File: src/hw/rtl/lru_key_value_cache_assert.svh
// Assertion macros used by the cache entry store (lkv_store).
`ifndef LRU_KEY_VALUE_CACHE_ASSERT_SVH
`define LRU_KEY_VALUE_CACHE_ASSERT_SVH

// A property that must hold at every clock edge outside reset.
`define LKV_ASSERT(lbl, clk, rst_n, prop, msg) \
  lbl: assert property (@(posedge clk) disable iff (!rst_n) (prop)) else $error(msg);

// An implication: when the trigger holds, the consequence must hold too.
`define LKV_ASSERT_IMPL(lbl, clk, rst_n, trig, cons, msg) \
  lbl: assert property (@(posedge clk) disable iff (!rst_n) (trig) |-> (cons)) else $error(msg);

`endif

File: src/hw/rtl/lkv_pkg.sv
// Package with the constants, codes and request/result types of the LRU cache.
`timescale 1ns / 1ps
`default_nettype none
package lkv_pkg;

  localparam int ENTRIES    = 16;
  localparam int KEY_BITS   = 32;
  localparam int VALUE_BITS = 32;
  localparam int IDX_W      = $clog2(ENTRIES);
  localparam int OCC_W      = $clog2(ENTRIES + 1);
  localparam int CAP_W      = 5;
  localparam int CAPX_W     = (CAP_W > OCC_W) ? CAP_W : OCC_W;
  localparam logic [CAP_W-1:0] CAP_RESET = CAP_W'(16);

  typedef enum logic {
    OP_GET = 1'b0,
    OP_PUT = 1'b1
  } lkv_op_t;

  typedef struct packed {
    lkv_op_t                       op;
    logic signed [KEY_BITS-1:0]    key;
    logic signed [VALUE_BITS-1:0]  value_in;
  } lkv_req_t;

  typedef struct packed {
    logic                          hit;
    logic signed [VALUE_BITS-1:0]  value_out;
    logic                          evicted;
    logic signed [KEY_BITS-1:0]    evicted_key;
  } lkv_rsp_t;

endpackage
`default_nettype wire

File: src/hw/rtl/lkv_out_stage.sv
// Result register that holds one result until the consumer takes it.
`timescale 1ns / 1ps
`default_nettype none
module lkv_out_stage import lkv_pkg::*; (
  input  wire logic     clk,
  input  wire logic     rst_n,
  input  wire logic     load,
  input  wire lkv_rsp_t rsp_in,
  input  wire logic     rsp_ready,
  output logic          rsp_valid,
  output logic          can_load,
  output lkv_rsp_t      rsp_out
);

  logic     valid_r;
  logic     valid_nxt;
  lkv_rsp_t rsp_r;

  // The register can take a result when empty or when its result leaves now.
  assign can_load = !valid_r || rsp_ready;

  always_comb begin
    valid_nxt = valid_r;
    if (load) begin
      valid_nxt = 1'b1;
    end else if (rsp_ready) begin
      valid_nxt = 1'b0;
    end
  end

  // Result valid flag.
  always_ff @(posedge clk) begin
    if (!rst_n) begin
      valid_r <= 1'b0;
    end else begin
      valid_r <= valid_nxt;
    end
  end

  // Result payload.
  always_ff @(posedge clk) begin
    if (load) begin
      rsp_r <= rsp_in;
    end
  end

  assign rsp_valid = valid_r;
  assign rsp_out   = rsp_r;

endmodule
`default_nettype wire
File: config.mk
export PLATFORM = sky130hd
export DESIGN_NAME = lkv_out_stage
export DESIGN_NICKNAME = d
export VERILOG_FILES = /design/src/hw/rtl/lru_key_value_cache_assert.svh /design/src/hw/rtl/lkv_pkg.sv /design/src/hw/rtl/lkv_out_stage.sv
export SDC_FILE = /design/constraint.sdc
export NUM_CORES = 1
export LEC_CHECK = 0
export ABC_CLOCK_PERIOD_IN_PS = 800
export BUFFER_PORTS_ARGS = -buffer_cell sky130_fd_sc_hd__buf_2
export CAP_MARGIN = 0
export CORE_MARGIN = 10
export CORE_UTILIZATION = 35
export DETAILED_ROUTE_END_ITERATION = 6
export PLACE_DENSITY = 0.72
export SYNTH_ARGS = -nofsm -noshare
export SYNTH_HDL_FRONTEND = slang
export SYNTH_SLANG_ARGS = --single-unit
File: constraint.sdc
create_clock -name clk -period 0.8 [get_ports clk]
set_clock_uncertainty 0.15 [all_clocks]
set_input_delay 0.16 -clock clk [delete_from_list [all_inputs] [get_ports clk]]
set_output_delay 0.16 -clock clk [all_outputs]
set_load 0.1 [all_outputs]
==> results.toml <==
[grt]
grt_overflow_total = 0
grt_use_total_pct = 14.42
grt_pass1_vias = 1541
grt_max_degree = 32
antenna_found_initial = 1
grt_pass1_wl_mm = 9.218

[status]
outcome = "finished with violations"
violations = "hold timing, setup timing"

[clock_network]
clockBufferDepth = 2
numCtsBuffers = 9
numClockSinks = 67
clk_pin_slew_ns = 0.07
clock_latency_ns = 0.33
cts_tree = "done"
cts-htree-levels = 3
cts-root-buf = "clkbuf_8"

[critical_path]
reg2reg_from = "rsp_valid"
rrSetupSlack_ns = -0.08
endpoint_kind = "output pin"
critPathArrivalTime_ns = 0.98
worstSetupPathType = "flop to output pin"
slowest_delay_ns = 0.45
r2r-end = "rsp_valid"
path_cells = "buf_12"
cp.required_ns = 0.49
cp_num_buf_inv = 1
cp.depth = 1
cp_top_family = "flip-flops"
r2r_cells = 3
critPathSlowestCell = "edfxtp_1"
worst-path-max-fanout = 1
worstSetupStartpointType = "flop"

[floorplan]
die_height_um = 96.17
ios = 138
initial_utilization_pct = 36.43
rows = 27
core-area_um2 = 5574
die_w_um = 96.17
dieArea_um2 = 9249

[routing]
wl_per_cell_um = 21.84
viasPerCell = 4.329
drc_errors = 0
wirelength_mm = 6.509
firstDrtPassIters = 4
ant_nets = 0
drtIter0Drc = 49
vias = 1290

[yosys]
synthTopCellsByCount = "edfxtp_1 (66), a21boi_2 (1), dfxtp_1 (1), inv_1 (1), nand2b_4 (1)"
avgSynthCellArea_um2 = 29.01
muxShareOfSynthArea_pct = 0
ys_warn_count = 0
synth_cell_type_count = 5
synth-compound-area-share_pct = 0.5545
yosysMostFrequentCell = "edfxtp_1"
synth.area.top_cells = "edfxtp_1 (98%), dfxtp_1 (0.99%), nand2b_4 (0.68%)"
synth-main-ff-cell = "edfxtp_1"
synth-xor-area-share_pct = 0
synth_nets = 140
async_flop_share_pct = 0
yosysTopAreaCell = "edfxtp_1"
ys_seq_area_share_pct = 98.58
synth.top_cell.area_share_pct = 97.60
synth-simple-area-share_pct = 0.6778
netlist_area_um2 = 2031
synth-adder-area-share_pct = 0
synth_edf_count = 66
ys_ff_latch = 67
syn_inst = 70
synth_top_family_by_area = "simple AND/OR/NAND/NOR gates"

[layout]
antenna_cells = 0
area_growth_pct = 98.95
num-nets-final = 292
drive_above_1_share_pct = 69.03

[timing]
fmax_ghz = 0.7762
relSlewSlack_pct = 88.88
rsz0062_at_grt = "true"
whs_ns = -0.1495
tightest_slew_ns = 0.1667
report.final.setup_viol = 69
period_minus_slack_ns = 1.288
drv_slew = 0
finalCritPeriodShare_pct = 161.0
setup_ws_ns = -0.4883
hold_viol_final = 67

[worst_hold_path]
hold_end = "rsp_out[2]"
holdCritPathClass = "input port to flop"
min_path_cells = 1
worstHoldStart = "rsp_in[2]"

[pwr]
p_leak_nw = 1.692
power_w = 0.01006
pwr_density_cell_nw_per_um2 = 2489
ir_worst_vdd_uv = 1795

[flow_run]
drv_cap = 0

[place]
dp_slack_ns = -0.2124
gp_congestion = 0.6666
port_buffers = 137
[layout make-up]
class                      instances  area [um^2]
clock buffer                      11        131.4
tap                               72        90.09
fill                             326         1534
inverter                           1        3.754
sequential                        67         2006
clock inverter                     4        18.77
multi-input combinational          2        25.02
timing repair buffer             141         1765
[sequential cells by signal (all words and copies together), names as in the netlist]
signal and cells:
rsp_out 66, rsp_valid 1
[routing by layer]
| layer | up-vias | routed length [um] | GRT usage, % | share of wire, % |
|---|---|---|---|---|
| li1 | 585 | - | - | - |
| met2 | 98 | 3396 | 24.10 | 52 |
| met1 | 591 | 1786 | 11.18 | 27 |
| met5 | - | 11 | 0 | 0.17 |
| met3 | 14 | 1141 | 12.68 | 18 |
| met4 | 2 | 173 | 7.371 | 2.7 |
[repair_timing]
item	CTS	global route
pin swaps	1	1
gates resized for setup	1	1
hold endpoints to repair	67	67
endpoints found under the setup margin	69	69
setup buffers	1	1
[cell families after synthesis]
kind of cell / Yosys count
compound gates: 1
buf+inv: 1
flops: 67
simple gates: 1
[where the power goes]
part           switching (W)  internal [W]
combinational        0.00226       0.00115
clock                0.00116       0.00108
sequential          0.000227       0.00418
total                0.00365       0.00641
[how the worst max path moves through the flow]
stage	from	end	slack [ns]
2_1_floorplan	rsp_out[0]	rsp_out[0]	-0.41
3_3_place_gp	load	rsp_out[1]	-0.19
3_5_place_dp	load	rsp_out[55]	-0.21
4_1_cts	rsp_out[31]	rsp_out[31]	-0.52
5_1_grt	rsp_out[31]	rsp_out[31]	-0.53
6_report	rsp_out[31]	rsp_out[31]	-0.49
[placed cells by master, fill, tap and decap left out]
| cell type | n |
|---|---|
| a21boi_2 | 1 |
| buf_12 | 70 |
| nand2b_4 | 1 |
| buf_4 | 1 |
| edfxtp_1 | 66 |
| clkbuf_8 | 9 |
| clkinv_2 | 3 |
| buf_6 | 1 |
| clkinv_1 | 1 |
| clkbuf_1 | 2 |
| inv_1 | 1 |
| buf_2 | 69 |
| dfxtp_4 | 1 |
[stage by stage]
step	util [%]	cells	cell area (um^2)	setup TNS, ns
final	72.48	298	4040	-30.56
after global routing	72.48	298	4040	-32.56
after CTS	72.48	298	4040	-31.90
after detailed placement	69.72	283	3886	-20.21
after global placement	69.72	283	3886	-18.52
after floorplan	-	70	2034	-28.05
Power figures use the tool's default switching activity.
