--- src/hw/rtl/lru_key_value_cache_assert.svh ---
// Assertion macros used by the cache entry store (lkv_store).
`ifndef LRU_KEY_VALUE_CACHE_ASSERT_SVH
`define LRU_KEY_VALUE_CACHE_ASSERT_SVH

// A property that must hold at every clock edge outside reset.
`define LKV_ASSERT(lbl, clk, rst_n, prop, msg) \
  lbl: assert property (@(posedge clk) disable iff (!rst_n) (prop)) else $error(msg);

// An implication: when the trigger holds, the consequence must hold too.
`define LKV_ASSERT_IMPL(lbl, clk, rst_n, trig, cons, msg) \
  lbl: assert property (@(posedge clk) disable iff (!rst_n) (trig) |-> (cons)) else $error(msg);

`endif

--- src/hw/rtl/lkv_pkg.sv ---
// Package with the constants, codes and request/result types of the LRU cache.
`timescale 1ns / 1ps
`default_nettype none
package lkv_pkg;

  localparam int ENTRIES    = 16;
  localparam int KEY_BITS   = 32;
  localparam int VALUE_BITS = 32;
  localparam int IDX_W      = $clog2(ENTRIES);
  localparam int OCC_W      = $clog2(ENTRIES + 1);
  localparam int CAP_W      = 5;
  localparam int CAPX_W     = (CAP_W > OCC_W) ? CAP_W : OCC_W;
  localparam logic [CAP_W-1:0] CAP_RESET = CAP_W'(16);

  typedef enum logic {
    OP_GET = 1'b0,
    OP_PUT = 1'b1
  } lkv_op_t;

  typedef struct packed {
    lkv_op_t                       op;
    logic signed [KEY_BITS-1:0]    key;
    logic signed [VALUE_BITS-1:0]  value_in;
  } lkv_req_t;

  typedef struct packed {
    logic                          hit;
    logic signed [VALUE_BITS-1:0]  value_out;
    logic                          evicted;
    logic signed [KEY_BITS-1:0]    evicted_key;
  } lkv_rsp_t;

endpackage
`default_nettype wire

--- src/hw/rtl/lkv_store.sv ---
// Entry store with parallel key match, recency ranks, occupancy and capacity register.
`timescale 1ns / 1ps
`default_nettype none
`include "lru_key_value_cache_assert.svh"
module lkv_store import lkv_pkg::*; (
  input  wire logic             clk,
  input  wire logic             rst_n,
  input  wire logic             cfg_we,
  input  wire logic [CAP_W-1:0] cfg_data,
  input  wire logic             fire,
  input  wire lkv_req_t         req,
  output lkv_rsp_t              rsp
);

  logic [KEY_BITS-1:0]   key_r   [ENTRIES];
  logic [VALUE_BITS-1:0] value_r [ENTRIES];
  logic [ENTRIES-1:0]    valid_r;
  logic [ENTRIES-1:0]    valid_nxt;
  logic [IDX_W-1:0]      rank_r   [ENTRIES];
  logic [IDX_W-1:0]      rank_nxt [ENTRIES];
  logic [OCC_W-1:0]      occ_r;
  logic [OCC_W-1:0]      occ_nxt;
  logic [CAP_W-1:0]      cap_r;

  logic [ENTRIES-1:0]    match;
  logic [ENTRIES-1:0]    victim_oh;
  logic                  hit_any;
  logic [IDX_W-1:0]      hit_idx;
  logic [IDX_W-1:0]      victim_idx;
  logic [IDX_W-1:0]      free_idx;
  logic [IDX_W-1:0]      touch_idx;
  logic [IDX_W-1:0]      touch_rank;
  logic [CAPX_W-1:0]     cap_ext;
  logic [CAPX_W-1:0]     eff_cap;
  logic                  need_evict;
  logic                  is_put;
  logic                  do_touch;
  logic                  do_write;
  logic                  do_evict;

  // Key match against every valid entry, and the lowest-indexed hit.
  always_comb begin
    hit_idx = '0;
    for (int i = 0; i < ENTRIES; i++) begin
      match[i] = valid_r[i] && (key_r[i] == req.key);
    end
    for (int i = ENTRIES - 1; i >= 0; i--) begin
      if (match[i]) begin
        hit_idx = IDX_W'(i);
      end
    end
    hit_any = |match;
  end

  // The valid entries always hold ranks 0 to occupancy-1, so the least
  // recent one is the valid entry whose rank is occupancy minus one.
  always_comb begin
    victim_idx = '0;
    free_idx   = '0;
    for (int i = 0; i < ENTRIES; i++) begin
      victim_oh[i] = valid_r[i] && (OCC_W'(rank_r[i]) == (occ_r - OCC_W'(1)));
      if (victim_oh[i]) begin
        victim_idx = IDX_W'(i);
      end
    end
    for (int i = ENTRIES - 1; i >= 0; i--) begin
      if (!valid_r[i]) begin
        free_idx = IDX_W'(i);
      end
    end
  end

  // Capacity in use, clamped to the range one to the number of entries.
  always_comb begin
    cap_ext = CAPX_W'(cap_r);
    if (cap_ext == '0) begin
      eff_cap = CAPX_W'(1);
    end else if (cap_ext > CAPX_W'(ENTRIES)) begin
      eff_cap = CAPX_W'(ENTRIES);
    end else begin
      eff_cap = cap_ext;
    end
    need_evict = CAPX_W'(occ_r) >= eff_cap;
  end

  // Decide which entry the request touches and build the result.
  always_comb begin
    is_put   = (req.op == OP_PUT);
    do_evict = is_put && !hit_any && need_evict;
    do_touch = fire && (hit_any || is_put);
    do_write = fire && is_put;
    if (hit_any) begin
      touch_idx = hit_idx;
    end else if (need_evict) begin
      touch_idx = victim_idx;
    end else begin
      touch_idx = free_idx;
    end
    touch_rank = rank_r[touch_idx];

    rsp.hit         = hit_any;
    rsp.value_out   = (hit_any && !is_put) ? value_r[hit_idx] : '0;
    rsp.evicted     = do_evict;
    rsp.evicted_key = do_evict ? key_r[victim_idx] : '0;
  end

  // Next ranks, valid bits and occupancy.
  always_comb begin
    valid_nxt = valid_r;
    occ_nxt   = occ_r;
    for (int i = 0; i < ENTRIES; i++) begin
      rank_nxt[i] = rank_r[i];
      if (do_touch) begin
        if (IDX_W'(i) == touch_idx) begin
          rank_nxt[i] = '0;
        end else if (rank_r[i] < touch_rank) begin
          rank_nxt[i] = rank_r[i] + IDX_W'(1);
        end
      end
    end
    if (do_write) begin
      valid_nxt[touch_idx] = 1'b1;
      if (!hit_any && !need_evict) begin
        occ_nxt = occ_r + OCC_W'(1);
      end
    end
  end

  // Control state: valid bits, ranks, occupancy and the capacity register.
  always_ff @(posedge clk) begin
    if (!rst_n) begin
      valid_r <= '0;
      occ_r   <= '0;
      cap_r   <= CAP_RESET;
      for (int i = 0; i < ENTRIES; i++) begin
        rank_r[i] <= IDX_W'(i);
      end
    end else begin
      valid_r <= valid_nxt;
      occ_r   <= occ_nxt;
      rank_r  <= rank_nxt;
      if (cfg_we) begin
        cap_r <= cfg_data;
      end
    end
  end

  // Key and value storage, written by a put.
  always_ff @(posedge clk) begin
    if (do_write) begin
      key_r[touch_idx]   <= req.key;
      value_r[touch_idx] <= req.value_in;
    end
  end

  // Checks on the bookkeeping.
  `LKV_ASSERT(a_occ_bound, clk, rst_n, occ_r <= OCC_W'(ENTRIES), "occupancy above entry count")
  `LKV_ASSERT(a_occ_count, clk, rst_n, $countones(valid_r) == int'(occ_r), "occupancy count mismatch")
  `LKV_ASSERT(a_match_one, clk, rst_n, $onehot0(match), "key present in more than one entry")
  `LKV_ASSERT_IMPL(a_victim_found, clk, rst_n, fire && do_evict, $onehot(victim_oh), "no single victim")
  `LKV_ASSERT_IMPL(a_free_slot, clk, rst_n, fire && is_put && !hit_any && !need_evict, !valid_r[free_idx], "no free entry for insert")

endmodule
`default_nettype wire

--- config.mk ---
export PLATFORM = sky130hd
export DESIGN_NAME = lkv_store
export DESIGN_NICKNAME = d
export VERILOG_FILES = /design/src/hw/rtl/lkv_pkg.sv /design/src/hw/rtl/lkv_store.sv
export VERILOG_INCLUDE_DIRS = /design/src /design/src/hw/rtl
export SDC_FILE = /design/constraint.sdc
export NUM_CORES = 2
export LEC_CHECK = 0
export BUFFER_PORTS_ARGS = -buffer_cell sky130_fd_sc_hd__buf_2
export CORE_MARGIN = 1
export CORE_UTILIZATION = 55
export DETAILED_ROUTE_END_ITERATION = 8
export MAX_ROUTING_LAYER = met4
export PLACE_DENSITY_LB_ADDON = 0.15
export REMOVE_ABC_BUFFERS = 1
export SLEW_MARGIN = 20
export SYNTH_ARGS = -nofsm -noshare
export SYNTH_HDL_FRONTEND = slang
export SYNTH_SLANG_ARGS = --single-unit
--- constraint.sdc ---
create_clock -name clk -period 9.6 [get_ports clk]
set_input_delay 0.96 -clock clk [delete_from_list [all_inputs] [get_ports clk]]
set_output_delay 0.96 -clock clk [all_outputs]
set_load 0.02 [all_outputs]
==> impl_results.md <==
* Critical path depth at 15
* HPWL after DPL at 124 mm
* Sequential fraction of the synthesis area at 57.2%
* Commonest non-fill, non-tap cell in the layout: edfxtp_1
* Vias in the first global route at 38400
* Overall Global Routing Usage at 36.3%
* Leakage at 23.5 nW
* Critical Path Sink: rsp[13]
* TritonCTS Sinks at 1114
* PwrDens at 173 mW/mm²
* Most frequent cells in the layout: edfxtp_1, nand2_1, xor2_1
* Chip height at 324 µm
* Crit. End Element: primary output
* Placed Cells incl. Taps at 6253
* Worst-path clk slew at 60 ps
* CP max FO at 54
* Switching Fraction at 24.3%
* WL/cell at 28.9 µm
* Final setup viols at 0
* Yosys warns at 0
* Routed WL at about 190 mm
* Fraction of registers with async set/reset at 0%
* Synth area leader: edfxtp_1
* Avg Cell Area, Syn at 11.6 µm²
* Hold crit path type: flip-flop to flip-flop
* NetSw at 2.66 mW
* Period utilisation layout at 82.3%
* Clk buf depth at 3
* Crit-path max cell delay at 960 ps
* Fraction of layout cells with a size suffix above 1 at 12.9%
* Synthesis-to-finish area growth at 11.1%
* Initial antenna violation count at 5
* Status: complete, no violations
* Worst R2R Path Depth at 22
* Min Clock Period, post-route at 7900 ps
* # IOs at between 100 and 150
* Data required time of the worst path at 8640 ps
* Comb power frac at 8.5%
* Critical path data arrival time at 6940 ps
* Yosys reg bits at approximately 1100
* Flop-to-flop setup slack at 2070 ps
* Post-DRT Antenna Nets at 0
* Number of port buffers at 139
* First-pass GRT wire length at 265 mm
* Critical path origin: occ_r[1]$_SDFFE_PN0P_
* Root buffer cell: clkbuf_16
* Hold_buf cts at 0
* TritonCTS Buffers at 116
* CP top delay family: compound AO/OA/AOI/OAI gates
* Synth top area share at 54.0%
* Sequential share of power at approximately half
* Crit Path Class: flip-flop to primary output
* CTS resizes at 0
* Detailed-route DRC error count at 0
* Clock share of power at 42.0%
* Worst-Skew Late Latency at about 740 ps
* Detailed-route via count at 41200
* Setup crit start kind: flip-flop
* Core box area at 0.102 mm²
* DRT iter0 DRCs at about 5000
* Largest net degree at the start of global routing at 166
* Critical path's slowest cell: ha_1
* Mapped Area at 0.0569 mm²
* Internal power at 8.29 mW
* Total power after layout at 10.9 mW
* Post-synthesis cell count at roughly 4900
* Slew Limit Fails at 0
* Avg Vias per Cell at ~6.4
* Slew of the pin with the lowest slew margin at 1440 ps
* Final Hold Viols at 0
* Predominant post-synthesis flop cell: edfxtp_1
* Die footprint at 0.105 mm²
* Synth cell types at slightly above 90
* Starting Density at ~56%
* Slew HR at 2.73%
* Fmax at 127 MHz
* Reg-to-reg endpoint: rank_r[47]$_SDFFE_PN0P_
* Worst vdd ir at 0.000217 V
* Die W at 324 µm
* CTS H-tree lvls at 3
* Crit path cell chain: inv_1 > ha_1 > xor2_1 > nand3_1 > nor4b_1 > o221ai_1 > a221oi_1 > nand2b_4 > buf_4 > nand2_1 > nand3_1 > o211ai_1 > o21ai_0 > o211a_1 > buf_2
* RSZ-0062 raised after global routing: no
* CP dominant cell by count: nand3_1
* Setup Skew at 52.7 ps
* GP Congestion at roughly 1
* Min-delay src: valid_r[2]$_SDFFE_PN0P_
* Number of post-CTS setup repair buffers at 0
* Final Non-Filler Cells at roughly 6500
* CTS tree: done
* Max-cap violation count at 0
* Post-synth EDFFs at 1024
* Nets@finish at 5149
* Worst r2r src: occ_r[1]$_SDFFE_PN0P_
* Drt pass-1 iters at 6
* Rows at 117
* GR Overflow Total at 0
* Buf/Inv on CP at 3
* Top cells by area, synth: edfxtp_1, xor2_1, nand2_1
routing by layer:
metal,vias up,wire length [µm],track usage [%]
li1,18400,-,-
met1,20400,76700,49.4
met2,2137,83000,53.6
met3,386,17300,5.94
met4,0,9750,16.4
met5,-,0,-
power by group through the flow:
stage	Sequential, mW	Combinational (mW)	Clock, mW
after global routing	5.42	0.997	4.79
after floorplan	5.50	0.507	0
final	5.42	0.932	4.60
after detailed placement	5.52	0.906	0
after global placement	5.52	0.896	0
after CTS	5.42	0.911	4.62
layout make-up:
cell class | count | area, µm²
well taps | 1368 | 1710
flip-flops and latches | 1114 | 32600
diodes | 3 | 7.51
fillers | 8316 | 39000
clock buffers | 142 | 3050
repair buffers | 262 | 1870
clock inverters | 71 | 792
multi-input cells | 3463 | 23100
inverters | 47 | 176
sequential cells by signal, summed over array words and instances (netlist names):
name and flops:
key_r 512, value_r 512, rank_r 64, valid_r 16
cap_ext 5, occ_r 5
worst reg2reg max path: cells and delay by family (launching register included):
family	cells	cell delay, ps
AO/OA/AOI/OAI	7	1430
XOR/XNOR	1	210
adder cells (fa/ha/maj)	2	1300
buffers and inverters	2	420
flip-flops	1	510
multiplexers	3	1030
AND/OR/NAND/NOR	7	2550
cell usage after synthesis (39+ instances only):
cell and n:
inv_1 47, xnor2_1 120, xor2_1 440, mux2i_1 188, buf_1 39, mux2_2 174
nor3_1 66, ha_1 71, nand4_1 83, o211ai_1 123, o21ai_0 135, edfxtp_1 1024
nand3_1 208, nor4_1 187, nor2_1 285, nand2_1 756, clkbuf_1 175, dfxtp_1 90
buf_2 41, a21oi_1 206
cells by family (layout without fill, tap and decap cells):
kind of cell | count (synthesis) | count (layout) | share of synthesized area [%]
muxes | 364 | 364 | 6.81
xor gates and xnor gates | 575 | 575 | 9.20
other | 0 | 3 | 0
adders and majority gates | 71 | 71 | 1.56
and+or+nand+nor | 1787 | 1787 | 15.0
DFF | 1114 | 1114 | 57.2
AOI/OAI and AO/OA | 666 | 666 | 7.62
buffers and inverters | 345 | 522 | 2.68
metrics by stage:
step                setup TNS [ps]  hold slack [ps]  utilization [%]  setup slack, ps  cell area [µm²]
floorplan                 -2108060              461                -            -3790            55600
global placement                 0              450             58.1             1700            59300
detailed placement               0              456             58.1             1600            59400
CTS                              0              461             61.8             1870            63200
global route                     0              481             61.9             1460            63200
finish                           0              466             61.9             1700            63200
how the worst min path moves through the flow:
stage	to	slack (ps)	depth (start not counted)
after floorplan	cap_ext[0]$_SDFFE_PN0P_	460	2
after global placement	valid_r[2]$_SDFFE_PN0P_	450	1
after detailed placement	valid_r[2]$_SDFFE_PN0P_	460	1
after CTS	cap_ext[4]$_SDFFE_PN1P_	460	3
after global routing	cap_ext[4]$_SDFFE_PN1P_	480	3
final	valid_r[2]$_SDFFE_PN0P_	470	1
Note: power is estimated with default switching activity, not from simulation.
