--- config.mk ---
export PLATFORM = sky130hd
export DESIGN_NAME = lkv_in_stage
export DESIGN_NICKNAME = d
export VERILOG_FILES = /design/src/hw/rtl/lru_key_value_cache_assert.svh /design/src/hw/rtl/lkv_pkg.sv /design/src/hw/rtl/lkv_in_stage.sv
export SDC_FILE = /design/constraint.sdc
export NUM_CORES = 1
export LEC_CHECK = 0
export ABC_AREA = 1
export BUFFER_PORTS_ARGS = -buffer_cell sky130_fd_sc_hd__buf_2
export CAP_MARGIN = 40
export CORE_ASPECT_RATIO = 0.9
export CORE_MARGIN = 3
export CORE_UTILIZATION = 43
export DETAILED_ROUTE_END_ITERATION = 7
export PLACE_DENSITY = 0.79
export SYNTH_ARGS = -nofsm -noshare
export SYNTH_HDL_FRONTEND = slang
export SYNTH_SLANG_ARGS = --single-unit
export TNS_END_PERCENT = 30
--- constraint.sdc ---
create_clock -name clk -period 16.83 [get_ports clk]
set_clock_uncertainty 0.2 [all_clocks]
set_input_delay 5.049 -clock clk [delete_from_list [all_inputs] [get_ports clk]]
set_output_delay 5.049 -clock clk [all_outputs]
set_load 0.005 [all_outputs]
--- src/hw/rtl/lru_key_value_cache_assert.svh ---
// Assertion macros used by the cache entry store (lkv_store).
`ifndef LRU_KEY_VALUE_CACHE_ASSERT_SVH
`define LRU_KEY_VALUE_CACHE_ASSERT_SVH

// A property that must hold at every clock edge outside reset.
`define LKV_ASSERT(lbl, clk, rst_n, prop, msg) \
  lbl: assert property (@(posedge clk) disable iff (!rst_n) (prop)) else $error(msg);

// An implication: when the trigger holds, the consequence must hold too.
`define LKV_ASSERT_IMPL(lbl, clk, rst_n, trig, cons, msg) \
  lbl: assert property (@(posedge clk) disable iff (!rst_n) (trig) |-> (cons)) else $error(msg);

`endif

--- src/hw/rtl/lkv_pkg.sv ---
// Package with the constants, codes and request/result types of the LRU cache.
`timescale 1ns / 1ps
`default_nettype none
package lkv_pkg;

  localparam int ENTRIES    = 16;
  localparam int KEY_BITS   = 32;
  localparam int VALUE_BITS = 32;
  localparam int IDX_W      = $clog2(ENTRIES);
  localparam int OCC_W      = $clog2(ENTRIES + 1);
  localparam int CAP_W      = 5;
  localparam int CAPX_W     = (CAP_W > OCC_W) ? CAP_W : OCC_W;
  localparam logic [CAP_W-1:0] CAP_RESET = CAP_W'(16);

  typedef enum logic {
    OP_GET = 1'b0,
    OP_PUT = 1'b1
  } lkv_op_t;

  typedef struct packed {
    lkv_op_t                       op;
    logic signed [KEY_BITS-1:0]    key;
    logic signed [VALUE_BITS-1:0]  value_in;
  } lkv_req_t;

  typedef struct packed {
    logic                          hit;
    logic signed [VALUE_BITS-1:0]  value_out;
    logic                          evicted;
    logic signed [KEY_BITS-1:0]    evicted_key;
  } lkv_rsp_t;

endpackage
`default_nettype wire

--- src/hw/rtl/lkv_in_stage.sv ---
// Input register that holds one accepted request until the store processes it.
`timescale 1ns / 1ps
`default_nettype none
module lkv_in_stage import lkv_pkg::*; (
  input  wire logic     clk,
  input  wire logic     rst_n,
  input  wire logic     req_valid,
  output logic          req_ready,
  input  wire lkv_req_t req_in,
  input  wire logic     advance,
  output logic          held_valid,
  output lkv_req_t      held_req
);

  logic     valid_r;
  logic     valid_nxt;
  lkv_req_t req_r;

  // A new request may enter when the stage is empty or drains this cycle.
  assign req_ready = !valid_r || advance;

  always_comb begin
    valid_nxt = valid_r;
    if (req_ready) begin
      valid_nxt = req_valid;
    end
  end

  // Occupancy flag of the stage.
  always_ff @(posedge clk) begin
    if (!rst_n) begin
      valid_r <= 1'b0;
    end else begin
      valid_r <= valid_nxt;
    end
  end

  // Request payload, loaded on acceptance.
  always_ff @(posedge clk) begin
    if (req_valid && req_ready) begin
      req_r <= req_in;
    end
  end

  assign held_valid = valid_r;
  assign held_req   = req_r;

endmodule
`default_nettype wire

==> results of run 1 <==
## state kept, by name (all words and copies together) (netlist names)
name	flops
held_req	65
held_valid	1
## final timing paths
check | end | startpoint | cells after the start
worst max-delay path | req_ready | advance | 4
worst min register to register | held_valid | held_valid | 2
worst min-delay path | held_valid | held_valid | 2
worst max register to register | held_req[29] | held_valid | 2
## cell usage after synthesis
library cell and n:
sky130_fd_sc_hd__inv_1 2, sky130_fd_sc_hd__edfxtp_1 65, sky130_fd_sc_hd__a21oi_2 1, sky130_fd_sc_hd__a21oi_1 1, sky130_fd_sc_hd__dfxtp_1 1, sky130_fd_sc_hd__nand2_2 1
sky130_fd_sc_hd__inv_2 1
## logic make-up after synthesis
group                  Yosys count  share of synthesized area [%]
AND/OR/NAND/NOR                  1                          0.313
flip-flops                      66                           98.4
buffers and inverters            3                          0.562
AO/OA/AOI/OAI                    2                          0.687
## per-layer routing
metal / track usage [%] / up-vias / routed length [um]
met5: 0 / - / 0
met4: 7.57 / 0 / 51
met3: 9.92 / 4 / 529
met2: 28.7 / 86 / 2260
met1: 13.7 / 548 / 1410
li1: - / 577 / -
## power by group through the flow
| stage | Clock [uW] | Combinational, uW | Sequential [uW] |
|---|---|---|---|
| after global routing | 131 | 25.2 | 195 |
| final | 121 | 22.8 | 194 |
| after global placement | 0 | 22.4 | 197 |
| after CTS | 124 | 23.3 | 194 |
| after floorplan | 0 | 3.31 | 200 |
| after detailed placement | 0 | 23.3 | 198 |
## metrics by stage
step	power, uW	std cells	utilization [%]
after floorplan	204	72	-
after global placement	220	268	65.0
after detailed placement	221	268	65.0
after CTS	342	284	69.3
after global routing	351	284	69.3
final	338	284	69.3
## cell type report
| cell class | instances | area (um2) | share of cell area (%) |
|---|---|---|---|
| clock inverters | 6 | 57.6 | 1.95 |
| flip-flops and latches | 66 | 1970 | 66.7 |
| well taps | 60 | 75.1 | 2.54 |
| inverters | 3 | 11.3 | 0.381 |
| clock buffers | 10 | 128 | 4.31 |
| multi-input cells | 3 | 31.3 | 1.06 |
| repair buffers | 136 | 683 | 23.1 |
## cell usage in the layout, fill, tap and decap left out
cell / n
sky130_fd_sc_hd__buf_4: 1
sky130_fd_sc_hd__nand2_2: 1
sky130_fd_sc_hd__buf_2: 135
sky130_fd_sc_hd__clkinv_1: 2
sky130_fd_sc_hd__inv_1: 2
sky130_fd_sc_hd__bufinv_16: 1
sky130_fd_sc_hd__clkinvlp_4: 2
sky130_fd_sc_hd__a21oi_2: 1
sky130_fd_sc_hd__dfxtp_1: 1
sky130_fd_sc_hd__inv_2: 1
sky130_fd_sc_hd__clkbuf_1: 1
sky130_fd_sc_hd__a21oi_4: 1
sky130_fd_sc_hd__clkinv_2: 1
sky130_fd_sc_hd__clkbuf_8: 9
sky130_fd_sc_hd__edfxtp_1: 65
## critical path, stage by stage
cell                      delay [ps]
sky130_fd_sc_hd__buf_2           100
sky130_fd_sc_hd__inv_2            70
sky130_fd_sc_hd__nand2_2          60
sky130_fd_sc_hd__buf_2           130
==> reports/metrics.csv, run 1 <==
stage,metric,value,unit
yosys,post-synthesis register bit count,66,
yosys,Syn Area/Cell,27.8,um2
finish,signed area change from the synthesized netlist to the final layout,47.7,%
finish,number of filler instances in the final layout,295,
detailed_routing,DRC Markers,0,
detailed_routing,mean number of vias per cell,4.28,
power_and_ir_drop,switching power share of the total,19.9,%
clock_network,H-tree levels,3,
finish,fraction of layout cells with a size suffix above 1,68.3,%
yosys,post-synthesis cell area,2000,um2
yosys,area share of the largest cell type after synthesis,97.4,%
detailed_routing,First-pass DRT Iterations,3,
global_routing,aggregate global routing overflow,0,
die,initial core utilization,47.0,%
timing,final hold slack,343,ps
detailed_routing,DRT Wirelength,4240,um
power_and_ir_drop,total power per unit cell area,114,nW/um2
power_and_ir_drop,total leakage power,0.00128,uW
clock_network,cts bufs inserted,9,
clock_network,clock tree from TritonCTS,yes,
timing,final hold violation count,0,
critical_path,element type at the critical path start,input pin,
status,result of the run,"complete, no violations",
critical_path,CP max FO,2,
yosys,Post-Syn Instances,72,
timing,minimum period implied by the final worst setup slack,10660,ps
finish,Final Net Count,288,
power_and_ir_drop,maximum vdd drop,70.0,uV
die,die outline area,5510,um2
clock_network,sinks on the clock net,66,
detailed_routing,Wirelength per Cell,14.9,um
die,Die Y-Extent,70.8,um
clock_network,maximum clock path buffer count,2,
placed_design,count of input and output buffers,135,
clock_network,clock transition at the registers of the reported paths,60,ps
timing,Setup Viol. Count Final,0,
clock_network,clock insertion delay at the later pin of the skew report,320,ps
finish,antenna diode count,0,
timing,Sum Neg Setup Slack,0,ps
placed_design,GP Congestion,0.674,
power_and_ir_drop,cell internal pwr,271,uW
detailed_routing,detailed-route via count,1215,
finish,Post-Layout Inst Area,2960,um2
global_routing,global routing usage summed across all routing layers,16.0,%
yosys,Area contributors post-synth,"sky130_fd_sc_hd__edfxtp_1, sky130_fd_sc_hd__dfxtp_1, sky130_fd_sc_hd__a21oi_2",
timing,Worst Max-Slew Pin Slew,777,ps
power_and_ir_drop,power share of the combinational group,6.7,%
yosys,share of synthesized area occupied by flip-flops and latches,98.4,%
min_path,worst min path class,reg2reg,
global_routing,global-route wire length before repair,6090,um
critical_path,data arrival time of the worst path,5410,ps
run,Max-Cap Viols,0,
die,Horiz. Die Dim,77.9,um
die,IO Count,136,
global_routing,number of global-route vias before repair,1224,
power_and_ir_drop,part of the total power dissipated in the clock network,35.8,%
timing,Final Worst Setup Slack,6170,ps
placed_design,placement-stage cell area,2770,um2
critical_path,CP Class,in2out,
clock_network,count of hold-fix buffers inserted at cts,0,
timing,Max Slew Vio Count,0,
power_and_ir_drop,register share of total power,57.5,%
die,# rows,22,
detailed_routing,number of DRC markers after the initial detailed-route iteration,30,
critical_path,kind of end point of the critical path,output port,
critical_path,FF-to-FF setup slack,14680,ps
power_and_ir_drop,power dissipated by switching net loads,67.2,uW
yosys,post-synth cell types,7,
placed_design,worst setup timing slack at the placement stage,6170,ps
yosys,"Warnings, synthesis",0,
clock_network,"Setup Fix Bufs, Post-CTS",0,
global_routing,number of antenna violations at the first check in global routing,0,
timing,Fmax,93.8,MHz
yosys,Synth Net Count,141,
detailed_routing,number of nets with antenna violations after routing,0,
die,standard cell core area,4270,um2
timing,remaining max-slew budget at the tightest pin,48.1,%
timing,post-route fraction of the period consumed by the critical path,63.4,%
timing,RSZ-0062 raised after global routing,false,
yosys,"area leader, netlist",sky130_fd_sc_hd__edfxtp_1,
global_routing,pin count of the biggest net entering global routing,42,
clock_network,root buffer cell,sky130_fd_sc_hd__clkbuf_8,
clock_network,number of resized instances in the post-cts repair step,0,
critical_path,worst path required time,11580,ps
No activity file was read; power rests on OpenSTA's default activity.
==> run 2: changes to the inputs <==
CORE_UTILIZATION = 40   (was 43)
PLACE_DENSITY = 0.75   (was 0.79)
clock period = 10.1 ns   (was 16.83 ns; I/O delays follow)
==> reports/metrics.csv, run 2 (synthesis gave the netlist of run 1 again) <==
stage,metric,value,unit
critical_path,FF-to-FF setup slack,8340,ps
global_routing,number of global-route vias before repair,1342,
placed_design,GP Congestion,0.671,
finish,Final Net Count,288,
timing,minimum period implied by the final worst setup slack,6640,ps
finish,antenna diode count,0,
clock_network,clock transition at the registers of the reported paths,60,ps
finish,fraction of layout cells with a size suffix above 1,68.8,%
detailed_routing,number of nets with antenna violations after routing,0,
timing,remaining max-slew budget at the tightest pin,48.3,%
timing,Max Slew Vio Count,0,
finish,number of filler instances in the final layout,335,
critical_path,endpoint of the most critical setup path,req_ready,
critical_path,kind of end point of the critical path,output port,
clock_network,clock insertion delay at the later pin of the skew report,320,ps
placed_design,placement-stage cell area,2780,um2
placed_design,detailed-placement wirelength estimate,3390,um
power_and_ir_drop,total leakage power,0.00130,uW
clock_network,root buffer cell,sky130_fd_sc_hd__clkbuf_8,
placed_design,count of input and output buffers,135,
min_path,worst min path class,reg2reg,
clock_network,number of resized instances in the post-cts repair step,0,
detailed_routing,DRT Wirelength,4460,um
clock_network,count of hold-fix buffers inserted at cts,0,
global_routing,pin count of the biggest net entering global routing,66,
finish,signed area change from the synthesized netlist to the final layout,49.0,%
detailed_routing,Wirelength per Cell,15.6,um
critical_path,startpoint of the most critical register-to-register path,held_valid,
die,die outline area,5890,um2
clock_network,clock tree from TritonCTS,yes,
clock_network,cts bufs inserted,9,
power_and_ir_drop,total power per unit cell area,197,nW/um2
timing,post-route fraction of the period consumed by the critical path,65.7,%
detailed_routing,First-pass DRT Iterations,6,
detailed_routing,number of DRC markers after the initial detailed-route iteration,43,
global_routing,aggregate global routing overflow,0,
critical_path,CP max FO,2,
timing,Setup Viol. Count Final,0,
global_routing,global routing usage summed across all routing layers,16.2,%
global_routing,met3 demand-to-capacity share in global routing,13.2,%
global_routing,routing usage on met1,13.3,%
power_and_ir_drop,maximum vdd drop,128,uV
detailed_routing,detailed-route via count,1223,
timing,final hold violation count,0,
detailed_routing,mean number of vias per cell,4.28,
global_routing,met2 layer usage reported by global route,27.3,%
status,result of the run,"complete, no violations",
global_routing,global-route wire length before repair,6430,um
die,standard cell core area,4630,um2
critical_path,CP Class,in2out,
run,Max-Cap Viols,0,
critical_path,Worst R2R Path Depth,2,
timing,RSZ-0062 raised after global routing,false,
critical_path,critical path launch point,advance,
finish,Post-Layout Inst Area,2980,um2
power_and_ir_drop,overall power consumption,589,uW
clock_network,maximum clock path buffer count,2,
die,IO Count,136,
critical_path,element type at the critical path start,input pin,
clock_network,H-tree levels,3,
detailed_routing,DRC Markers,0,
die,Horiz. Die Dim,80.6,um
critical_path,worst path required time,6870,ps
clock_network,"Setup Fix Bufs, Post-CTS",0,
placed_design,worst setup timing slack at the placement stage,3460,ps
critical_path,worst r2r dst,held_req[19],
timing,Fmax,151,MHz
finish,most common library cell in the layout ignoring fill and taps,sky130_fd_sc_hd__buf_2,
timing,Sum Neg Setup Slack,0,ps
timing,Final Worst Setup Slack,3460,ps
clock_network,sinks on the clock net,66,
finish,Register Area,1970,um2
finish,"leading cell types in the layout, fill and taps excluded","sky130_fd_sc_hd__buf_2, sky130_fd_sc_hd__edfxtp_1, sky130_fd_sc_hd__clkbuf_8",
global_routing,number of antenna violations at the first check in global routing,0,
die,initial core utilization,43.2,%
die,# rows,23,
finish,multi-input gate area in the final layout,31.3,um2
die,Die Y-Extent,73.1,um
global_routing,most utilized layer in the global route result,met2,
critical_path,data arrival time of the worst path,3410,ps
finish,flip-flop count of the largest register after layout,65,
timing,Worst Max-Slew Pin Slew,776,ps
==> run 2: cell count changes in the layout (fill, tap and decap cells not counted), sizes merged <==
cell,before,now
bufinv,1,2
clkinvlp,2,1
==> run 2: how the worst min path moves through the flow <==
stage / startpoint / end / cells after the start
6_report: held_valid / held_valid / 2
3_5_place_dp: held_valid / held_valid / 2
3_3_place_gp: held_valid / held_valid / 2
5_1_grt: held_valid / held_valid / 2
2_1_floorplan: held_valid / held_valid / 2
4_1_cts: held_valid / held_valid / 2
==> run 2: routing by layer <==
layer  wire length (um)  part of all wire, %
met1               1300                   29
met2               2340                   53
met3                740                   17
met4                 77                  1.7
met5                  0                    0
==> run 2: critical path: stages <==
cell and delay (ps):
sky130_fd_sc_hd__buf_2 100, sky130_fd_sc_hd__inv_2 70, sky130_fd_sc_hd__nand2_2 60, sky130_fd_sc_hd__buf_2 140
==> run 2: per-stage QoR <==
step,utilization [%],instances,hold WS (ps)
2_1_floorplan,-,72,295
3_3_place_gp,59.9,270,314
6_report,64.4,286,345
4_1_cts,64.4,286,341
5_1_grt,64.4,286,359
3_5_place_dp,59.9,270,326
==> run 2: area by class of cell <==
| type | count | area share, % |
|---|---|---|
| Sequential cell | 66 | 66.1 |
| Timing Repair Buffer | 136 | 22.9 |
| Clock buffer | 10 | 4.28 |
| Clock inverter | 6 | 2.73 |
| Tap cell | 62 | 2.60 |
| Multi-Input combinational cell | 3 | 1.05 |
| Inverter | 3 | 0.377 |
==> run 2: where the power goes <==
group	switching (uW)	internal (uW)
combinational	19.0	19.5
sequential	3.72	320
clock	89.4	137
total	112	477
==> run 3: changes to the inputs <==
ABC_AREA = 0   (was 1)
PLACE_DENSITY = 0.74   (was 0.75)
clock period = 6.4 ns   (was 10.1 ns; I/O delays follow)
==> reports/metrics.csv, run 3 <==
stage,metric,value,unit
status,result of the run,"complete, no violations",
clock_network,"Setup Fix Bufs, Post-CTS",0,
detailed_routing,met3 wirelength from detailed routing,654,um
yosys,post-synthesis cell area,2010,um2
yosys,Post-Syn Instances,70,
clock_network,number of resized instances in the post-cts repair step,0,
yosys,post-synth cell types,6,
critical_path,data arrival time of the worst path,2280,ps
finish,Register Area,1970,um2
critical_path,slowest cell delay on critical path,140,ps
clock_network,clock insertion delay at the later pin of the skew report,310,ps
detailed_routing,Met1 Wirelength,1320,um
clock_network,clock tree from TritonCTS,yes,
critical_path,element type at the critical path start,input pin,
timing,post-route fraction of the period consumed by the critical path,68.7,%
yosys,share of synthesized area occupied by flip-flops and latches,98.1,%
critical_path,top cell family by delay on the critical path,buffers and inverters,
power_and_ir_drop,total power per unit cell area,315,nW/um2
critical_path,CP cell instances,buf_2 -> nand2b_4 -> buf_2,
detailed_routing,detailed-route via count,1216,
yosys,Adder-Cell Fraction of Synth Area,0,%
die,initial core utilization,43.4,%
clock_network,H-tree levels,3,
timing,Sum Neg Setup Slack,0,ps
critical_path,total buffers and inverters traversed by the critical path,2,
yosys,combinational family with the most area after synthesis,simple AND/OR/NAND/NOR gates,
yosys,Area contributors post-synth,"sky130_fd_sc_hd__edfxtp_1, sky130_fd_sc_hd__dfxtp_1, sky130_fd_sc_hd__nand2b_4",
yosys,post-synthesis register bit count,66,
finish,signed area change from the synthesized netlist to the final layout,48.3,%
yosys,share of synthesized area spent on multiplexers,0,%
yosys,share of the synthesized area in compound gates (AO/OA/AOI/OAI),0.560,%
finish,antenna diode count,0,
clock_network,maximum clock path buffer count,2,
detailed_routing,DRC Markers,0,
yosys,"area leader, netlist",sky130_fd_sc_hd__edfxtp_1,
global_routing,global routing usage summed across all routing layers,16.1,%
timing,minimum period implied by the final worst setup slack,4400,ps
detailed_routing,Wirelength per Cell,15.4,um
placed_design,count of input and output buffers,135,
clock_network,count of hold-fix buffers inserted at cts,0,
detailed_routing,top metal layer carrying routed signals,met4,
yosys,Syn Area/Cell,28.7,um2
yosys,"Warnings, synthesis",0,
detailed_routing,First-pass DRT Iterations,4,
yosys,Synth Net Count,139,
yosys,Post-synth top flop,sky130_fd_sc_hd__edfxtp_1,
timing,Setup Viol. Count Final,0,
yosys,simple-gate share of the synthesized area,1.12,%
finish,Final Net Count,285,
yosys,share of async-settable or async-resettable flops after synthesis,0,%
detailed_routing,mean number of vias per cell,4.30,
detailed_routing,number of DRC markers after the initial detailed-route iteration,41,
run,Max-Cap Viols,0,
die,Horiz. Die Dim,80.7,um
timing,Worst Max-Slew Pin Slew,786,ps
die,# rows,23,
yosys,number of enable-type register cells in the synthesized netlist,65,
timing,Fmax,227,MHz
finish,fraction of layout cells with a size suffix above 1,69.2,%
timing,final hold violation count,0,
finish,most common library cell in the layout ignoring fill and taps,sky130_fd_sc_hd__buf_2,
detailed_routing,met2 wire len,2310,um
critical_path,kind of end point of the critical path,output port,
placed_design,GP Congestion,0.722,
timing,RSZ-0062 raised after global routing,false,
critical_path,critical path's slowest cell,sky130_fd_sc_hd__nand2b_4,
clock_network,cts bufs inserted,9,
global_routing,global-route wire length before repair,6650,um
die,IO Count,136,
detailed_routing,number of nets with antenna violations after routing,0,
finish,flip-flop count of the largest register after layout,65,
finish,number of filler instances in the final layout,365,
min_path,worst min path class,reg2reg,
finish,multi-input gate area in the final layout,33.8,um2
placed_design,detailed-placement wirelength estimate,3370,um
power_and_ir_drop,total leakage power,0.00130,uW
clock_network,clock transition at the registers of the reported paths,70,ps
critical_path,cell with the most instances on the worst path,sky130_fd_sc_hd__buf_2,
die,die outline area,5910,um2
timing,Final Worst Setup Slack,2000,ps
clock_network,root buffer cell,sky130_fd_sc_hd__clkbuf_8,
critical_path,CP Class,in2out,
yosys,Synth Area in XOR/XNOR,0,%
placed_design,worst setup timing slack at the placement stage,2000,ps
finish,"leading cell types in the layout, fill and taps excluded","sky130_fd_sc_hd__buf_2, sky130_fd_sc_hd__edfxtp_1, sky130_fd_sc_hd__clkbuf_8",
global_routing,pin count of the biggest net entering global routing,66,
power_and_ir_drop,overall power consumption,940,uW
critical_path,CP max FO,3,
global_routing,number of global-route vias before repair,1363,
global_routing,aggregate global routing overflow,0,
yosys,area share of the largest cell type after synthesis,97.1,%
power_and_ir_drop,maximum vdd drop,283,uV
critical_path,worst path required time,4280,ps
timing,Max Slew Vio Count,0,
yosys,"count leader, synth",sky130_fd_sc_hd__edfxtp_1,
global_routing,number of antenna violations at the first check in global routing,0,
die,Die Y-Extent,73.2,um
detailed_routing,DRT Wirelength,4350,um
die,standard cell core area,4630,um2
clock_network,sinks on the clock net,66,
timing,remaining max-slew budget at the tightest pin,47.6,%
run 3: worst paths after layout:
check | from | slack (ps) | end | cells after the start
setup / recovery | advance | 2000 | req_ready | 3
hold / removal | held_valid | 310 | held_valid | 2
hold reg to reg | held_valid | 310 | held_valid | 2
setup reg to reg | held_valid | 4730 | held_req[58] | 2
run 3: cell type report:
class                      instances  area share (%)
timing repair buffer             135            22.7
clock inverter                     6            3.02
tap                               62            2.60
sequential                        66            66.2
clock buffer                      10            4.28
multi-input combinational          3            1.13
inverter                           1           0.126
run 3: logic make-up after synthesis:
| kind of cell | after synthesis |
|---|---|
| AND/OR/NAND/NOR | 2 |
| flip-flops | 66 |
| buffers and inverters | 1 |
| AO/OA/AOI/OAI | 1 |
run 3: metrics by stage:
step / util [%] / area, um2 / cells / hold WS [ps]
final: 64.3 / 2980 / 283 / 310
after global routing: 64.3 / 2980 / 283 / 337
after CTS: 64.3 / 2980 / 283 / 314
after detailed placement: 59.6 / 2760 / 267 / 304
after global placement: 59.6 / 2760 / 267 / 289
after floorplan: - / 2010 / 70 / 306
run 3: per-layer routing:
metal	up-vias	track usage, %
met3	6	10.0
li1	571	-
met2	81	26.9
met4	0	8.07
met1	558	15.3
met5	-	0
run 3: worst register-to-register path: stages (launching register included):
cell	delay (ps)
sky130_fd_sc_hd__dfxtp_1	330
sky130_fd_sc_hd__nand2b_4	80
sky130_fd_sc_hd__and2_4	660
run 3: power breakdown:
part / leakage (uW) / total [uW] / switching [uW] / internal, uW
sequential: 0.000637 / 511 / 5.44 / 505
combinational: 0.000551 / 59.6 / 28.8 / 30.8
clock: 0.000107 / 370 / 149 / 221
total: 0.00130 / 940 / 184 / 757
